### config.mk
export PLATFORM = sky130hd
export DESIGN_NAME = sosc_front
export DESIGN_NICKNAME = d
export VERILOG_FILES = /design/src/rtl/sosc_pkg.sv /design/src/rtl/sosc_front.sv
export SDC_FILE = /design/constraint.sdc
export NUM_CORES = 1
export LEC_CHECK = 0
export BUFFER_PORTS_ARGS = -buffer_cell sky130_fd_sc_hd__buf_2
export CORE_MARGIN = 3
export CORE_UTILIZATION = 35
export DETAILED_ROUTE_END_ITERATION = 10
export GPL_TIMING_DRIVEN = 0
export PLACE_DENSITY_LB_ADDON = 0.05
export SLEW_MARGIN = 20
export SYNTH_ARGS = -nofsm -noshare
export SYNTH_HDL_FRONTEND = slang
export SYNTH_SLANG_ARGS = --single-unit
### constraint.sdc
create_clock -name clk -period 5.9 [get_ports clk]
set_input_delay 0.885 -clock clk [delete_from_list [all_inputs] [get_ports clk]]
set_output_delay 0.885 -clock clk [all_outputs]
set_load 0.01 [all_outputs]
### src/rtl/sosc_pkg.sv
// Shared types and constants for the segmented odd prime sieve counter.
// Used by the front, back and top-level modules.
`default_nettype none
package sosc_pkg;

    localparam int PC_W    = 11;
    localparam int PI_W    = 10;
    localparam int TOTAL_W = 21;
    localparam int CFG_IDX_W = 2;

    localparam logic [CFG_IDX_W-1:0] REG_PROCESS_COUNT = 2'd0;
    localparam logic [CFG_IDX_W-1:0] REG_PROCESS_INDEX = 2'd1;

    // Request control word passed from front to back
    typedef struct packed {
        logic [PC_W-1:0] pc;
        logic [PI_W-1:0] pi;
        logic            trivial;
        logic            trivial_one;
    } req_ctrl_t;

    typedef enum logic [4:0] {
        ST_IDLE,
        ST_SQRT,
        ST_BCLR,
        ST_BRD,
        ST_BCHK,
        ST_BSQ,
        ST_BSTRIKE,
        ST_DIVC,
        ST_RANGE,
        ST_HIGH,
        ST_SEG,
        ST_SCLR,
        ST_PRD,
        ST_PSQ,
        ST_PCHK,
        ST_PDIV,
        ST_PFIX,
        ST_PJ,
        ST_STRIKE,
        ST_CNT,
        ST_FIN,
        ST_DONE
    } back_state_t;

endpackage
`default_nettype wire

### src/rtl/sosc_front.sv
// Front end: configuration registers, request classification and a
// two-word request queue. Depends on sosc_pkg.
`default_nettype none
module sosc_front #(
    parameter int LIMIT_BITS = 24
) (
    input  wire logic                            clk,
    input  wire logic                            rst_n,
    input  wire logic                            push,
    output logic                                 full,
    input  wire logic [LIMIT_BITS-1:0]           upper_limit,
    input  wire logic                            cfg_valid,
    output logic                                 cfg_ready,
    input  wire logic [sosc_pkg::CFG_IDX_W-1:0]  cfg_index,
    input  wire logic [sosc_pkg::PC_W-1:0]       cfg_data,
    output logic                                 req_valid,
    output sosc_pkg::req_ctrl_t                  req_ctrl,
    output logic [LIMIT_BITS-1:0]                req_limit,
    input  wire logic                            req_take
);
    import sosc_pkg::*;

    logic [PC_W-1:0]       pc_reg;
    logic [PI_W-1:0]       pi_reg;
    req_ctrl_t             q_ctrl_reg [2];
    logic [LIMIT_BITS-1:0] q_lim_reg [2];
    logic                  wp_reg, rp_reg;
    logic [1:0]            cnt_reg;
    req_ctrl_t             cls;
    logic                  do_push;

    assign cfg_ready = 1'b1;
    assign full      = (cnt_reg == 2'd2);
    assign do_push   = push && !full;

    // Classify: share outside split and small limits need no sieve
    always_comb
    begin
        cls.pc          = pc_reg;
        cls.pi          = pi_reg;
        cls.trivial     = ({1'b0, pi_reg} >= pc_reg) || (upper_limit < LIMIT_BITS'(3));
        cls.trivial_one = ({1'b0, pi_reg} < pc_reg) && (pi_reg == '0)
                          && (upper_limit == LIMIT_BITS'(2));
    end

    // Hold configuration words
    always_ff @(posedge clk or negedge rst_n)
    begin
        if (!rst_n)
        begin
            pc_reg <= PC_W'(1);
            pi_reg <= '0;
        end
        else if (cfg_valid)
        begin
            unique case (cfg_index)
                REG_PROCESS_COUNT: pc_reg <= cfg_data;
                REG_PROCESS_INDEX: pi_reg <= cfg_data[PI_W-1:0];
                default: ;
            endcase
        end
    end

    // Advance queue pointers
    always_ff @(posedge clk or negedge rst_n)
    begin
        if (!rst_n)
        begin
            wp_reg  <= 1'b0;
            rp_reg  <= 1'b0;
            cnt_reg <= 2'd0;
        end
        else
        begin
            if (do_push)
                wp_reg <= !wp_reg;
            if (req_take)
                rp_reg <= !rp_reg;
            cnt_reg <= cnt_reg + {1'b0, do_push} - {1'b0, req_take};
        end
    end

    always_ff @(posedge clk)
    begin
        if (do_push)
        begin
            q_ctrl_reg[wp_reg] <= cls;
            q_lim_reg[wp_reg]  <= upper_limit;
        end
    end

    assign req_valid = (cnt_reg != 2'd0);
    assign req_ctrl  = q_ctrl_reg[rp_reg];
    assign req_limit = q_lim_reg[rp_reg];
endmodule
`default_nettype wire

Word-level counts from Yosys, hierarchy flattened
Memory sizes are Yosys's and may differ from the RTL's.
Cells that the tools add are included.
{"block": "classes", "n_div": 0, "eq_ne": 3, "magnitude_cmp": 3, "shifts": 0, "mux": 2, "n_bitwise": 0, "reduce_logical": 12, "add_sub_neg": 2, "mul": 0}
{"cell": "== test 24 x 2 -> 1 bit (second input constant)", "n": 1}
{"cell": "less-than comparator 24 x 2 -> 1 bit (second input constant)", "n": 1}
{"cell": "greater-or-equal comparator 10 x 11 -> 1 bit", "n": 1}
{"cell": "less-than comparator 10 x 11 -> 1 bit", "n": 1}
{"cell": "logical NOT 10 bit", "n": 1}
{"cell": "AND reduction 2 bit", "n": 2}
{"cell": "logical AND 1 bit", "n": 3}
{"cell": "logical NOT 1 bit", "n": 3}
{"cell": "adder 2 x 1 -> 2 bit", "n": 1}
{"cell": "== test 2 x 1 -> 1 bit (second input constant)", "n": 1}
{"cell": "== test 2 bit (second input constant)", "n": 1}
{"cell": "logical NOT 2 bit", "n": 1}
{"cell": "2-to-1 mux 1 bit", "n": 2}
{"cell": "nonzero test 2 bit", "n": 1}
{"cell": "subtractor 2 x 1 -> 2 bit", "n": 1}
{"cell": "logical OR 1 bit", "n": 1}
{"block": "word_totals", "mem_bits_ro": 0, "n_memories": 2, "latch_bits": 0, "out_inout_bits": 50, "word_cells": 29, "mem_bits_rw": 94, "register_bits": 25}
{"memory": "q_lim_reg", "words": 2, "width": 24, "read_ports": 1, "rd_clocked_by_memory_dff": 0, "write_ports": 1, "line": "sosc_front.sv:26", "rtl": "logic [LIMIT_BITS-1:0] q_lim_reg [2];"}
{"memory": "q_ctrl_reg", "words": 2, "width": 23, "read_ports": 1, "rd_clocked_by_memory_dff": 0, "write_ports": 1, "line": "sosc_front.sv:25", "rtl": "req_ctrl_t q_ctrl_reg [2];"}

Depth between registers and ports, before layout
{"block": "logic_depth", "depth_word": 5, "mapped_depth": 7, "depth_no_buf": 7}

Least setup slack after synthesis
No wires, ideal clock.
{"block": "synth_path", "path_type": "in2reg", "startpoint": "input port push", "endpoint": "memory q_ctrl_reg[0][0] (netlist name), enable pin", "path_slack_ps": 2496, "path_buffers": 0, "path_stages": 2, "setup_ps": 452, "arrival_time_ps": 2952, "path_cell_list": "nand2_1 nor2_1"}
{"block": "synth_between", "elab_chain_len": 3}
{"item": "start: declaration", "line": "sosc_front.sv:9", "rtl": "input wire logic push,"}
{"item": "logical AND 1 bit", "line": "sosc_front.sv:34", "rtl": "assign do_push = push && !full;"}
{"item": "2-to-1 mux 1 bit", "line": "sosc_front.sv:85", "rtl": "if (do_push)"}
{"item": "2-to-1 mux 1 bit (implied by the code)", "line": "sosc_front.sv:87", "rtl": "q_ctrl_reg[wp_reg] <= cls;"}
{"item": "end: declaration", "line": "sosc_front.sv:25"}
Every way passes these cells.

==> impl_metrics.ini <==
[outcome]
status = finished clean

[grt]
grt_pass1_wl_mm = 15.1
antenna_found_initial = 0
overflow = 0
grt_pass1_vias = 2792
grt_max_degree = 41
grt.total_usage = 0.139

[critical_path]
cp_max_fo = 10
cp.required_ps = 5020
critPathKind = reg2out
reg2reg_depth = 5
cp.arrival_ps = 1930
reg2reg_slack_ps = 3910
regToRegEndpoint = q_ctrl_reg[1][1]$_DFFE_PP_
endpoint = req_ctrl[3]
timing.rr.start = pc_reg[0]$_DFFE_PN1P_
startpoint = rp_reg$_DFFE_PN0P_
end_kind = primary output
critPathLaunchType = register

[yosys]
ys_top_cells_by_area = edfxtp_1 60%, mux2_2 14%, dfrtp_1 13%
synth_top_area_cell = edfxtp_1
syn_inst = 273
syn_nets = 327
synth_edf_count = 94
ys_ff_latch = 119
synth_commonest_cells = 94 x edfxtp_1, 59 x mux2_2, 24 x dfrtp_1
ys_async_sr_fraction = 0.210
yosysMostFrequentCell = edfxtp_1
synthDistinctLibCells = 35
yosysTopAreaCellShare = 0.596
ys_warn_count = 0
yosysSeqAreaShare = 0.728
syn_area_sq_um = 4740
synthFlopType = edfxtp_1
syn_avg_cell_area_sq_um = 17.4

[pwr]
power_leakage_nw = 2.37
max-vdd-ir-drop_uv = 231
power_density_nw_per_um2 = 505
power_mw = 3.08

[die]
die_area_sq_um = 15000
dieHeight_microns = 122
initial_core_util = 0.366
rows = 41
core_region_area_sq_um = 12900
io-pin-count = 92
die_w_microns = 122

[run]
drv_cap = 0

[route]
ant_nets = 0
drcViolationCount = 0
drt_pass1_iterations = 4
routed_wl_mm = 9.71
wl_per_cell_microns = 17.0
dr.first_iter.drc_count = 141
num_vias = 2663
vias_per_cell = 4.67

[clock_network]
cts_setup_buffers = 0
h-tree-depth = 4
clk_latency_ps = 400
cts_resized = 0
hold_buffers = 0
cts_buffers = 17
cts_tree = done
cts_root_buffer = clkbuf_16
cts_buffer_depth = 2
clk_transition_reported_paths_ps = 50
cts_sinks = 119

[finish]
n_antenna_cell = 0
multi_input_area_sq_um = 1210
fin_nets = 439
n_fill_cell = 1198
largest_reg_flops = 48
seqCellArea_sq_um = 3450
syn2layout_area_growth_pct = 29.0
drive_gt1_frac = 0.492

[place]
hpwl_mm = 6.64
gp_congestion = 0.715
io_buffers = 90

[timing]
final.period_utilization = 0.477
fmaxAchievable_mhz = 355
fin_skew_ps = 6.14
period_minus_slack_ps = 2820
maxSlewHeadroom = 0.512
finalMaxSlewViolations = 0
final-hold-violation-count = 0
finalSetupViolCount = 0
fin_setup_tns_ps = 0
rsz0062_at_grt = false
worstMarginPinSlew_ps = 732

[worst_hold_path]
hold_class = reg2reg
## critical path, cell delays in order (launching register included)
cell     delay (ps)
dfrtp_1         350
buf_2           280
buf_2           360
mux2_2          400
buf_2           140
## cell usage in the layout, fill, tap and decap left out, types with 2 or more instances in the layout
| cell type | instances |
|---|---|
| a21oi_1 | 4 |
| clkbuf_16 | 17 |
| nand3b_1 | 2 |
| xnor2_1 | 3 |
| inv_1 | 12 |
| nand2b_1 | 2 |
| edfxtp_1 | 94 |
| dfrtp_1 | 24 |
| mux2_2 | 59 |
| nor4_1 | 6 |
| nand4_1 | 2 |
| buf_2 | 95 |
| nand2_1 | 12 |
| ha_1 | 12 |
| bufinv_16 | 3 |
| o21ai_0 | 10 |
| buf_16 | 3 |
| clkbuf_1 | 3 |
| clkinv_4 | 3 |
| clkinvlp_4 | 5 |
| nor2_1 | 3 |
| inv_6 | 2 |
## through the flow
step	util	std cells	instance area (sq um)	hold slack [ps]	setup slack, ps
final	0.473	570	6110	469	3080
after global routing	0.473	570	6110	485	2950
after detailed placement	0.425	538	5500	454	3410
after floorplan	-	273	4740	442	2500
after global placement	0.418	535	5400	449	904
after CTS	0.473	570	6110	467	3000
## cell families (layout without fill, tap and decap cells)
group                    Yosys count  in the layout  synth area share
flip-flops                       119            119             0.728
multiplexers                      59             59             0.140
AND/OR/NAND/NOR                   38             38            0.0494
buffers and inverters             21            146            0.0188
AO/OA/AOI/OAI                     19             19            0.0235
adder cells (fa/ha/maj)           12             12            0.0317
XOR/XNOR                           4              4           0.00740
other                              1              1          0.000792
## area by class of cell
| cell class | instances | share of cell area |
|---|---|---|
| Tap cell | 172 | 0.0352 |
| Clock buffer | 18 | 0.0719 |
| Clock inverter | 14 | 0.0287 |
| Timing Repair Buffer | 93 | 0.0872 |
| Multi-Input combinational cell | 133 | 0.198 |
| Inverter | 12 | 0.00737 |
| Sequential cell | 119 | 0.564 |
| Buffer | 9 | 0.00716 |
## worst min path at each step
| stage | slack (ps) | startpoint | endpoint | depth (start not counted) |
|---|---|---|---|---|
| floorplan | 440 | pc_reg[1]$_DFFE_PN0P_ | q_ctrl_reg[0][13]$_DFFE_PP_ | 0 |
| global placement | 450 | pc_reg[6]$_DFFE_PN0P_ | q_ctrl_reg[0][18]$_DFFE_PP_ | 0 |
| detailed placement | 450 | pc_reg[6]$_DFFE_PN0P_ | q_ctrl_reg[1][18]$_DFFE_PP_ | 0 |
| CTS | 470 | pc_reg[6]$_DFFE_PN0P_ | q_ctrl_reg[1][18]$_DFFE_PP_ | 0 |
| global route | 480 | pc_reg[4]$_DFFE_PN0P_ | q_ctrl_reg[0][16]$_DFFE_PP_ | 0 |
| finish | 470 | pc_reg[6]$_DFFE_PN0P_ | q_ctrl_reg[0][18]$_DFFE_PP_ | 0 |
## per-layer routing
layer	wire length, microns	GRT usage	share of wire
met1	4310	0.176	0.44
met2	4660	0.220	0.48
met3	642	0.0470	0.066
met4	99	0.0532	0.010
met5	0	0	0
## power by group
group / internal (mW) / total [mW] / switching, mW / leakage [nW]
clock network: 0.677 / 1.05 / 0.371 / 0.283
logic: 0.384 / 0.823 / 0.439 / 0.911
registers: 1.15 / 1.21 / 0.0666 / 1.17
total: 2.21 / 3.08 / 0.877 / 2.37
Note: power is estimated with default switching activity, not from simulation.
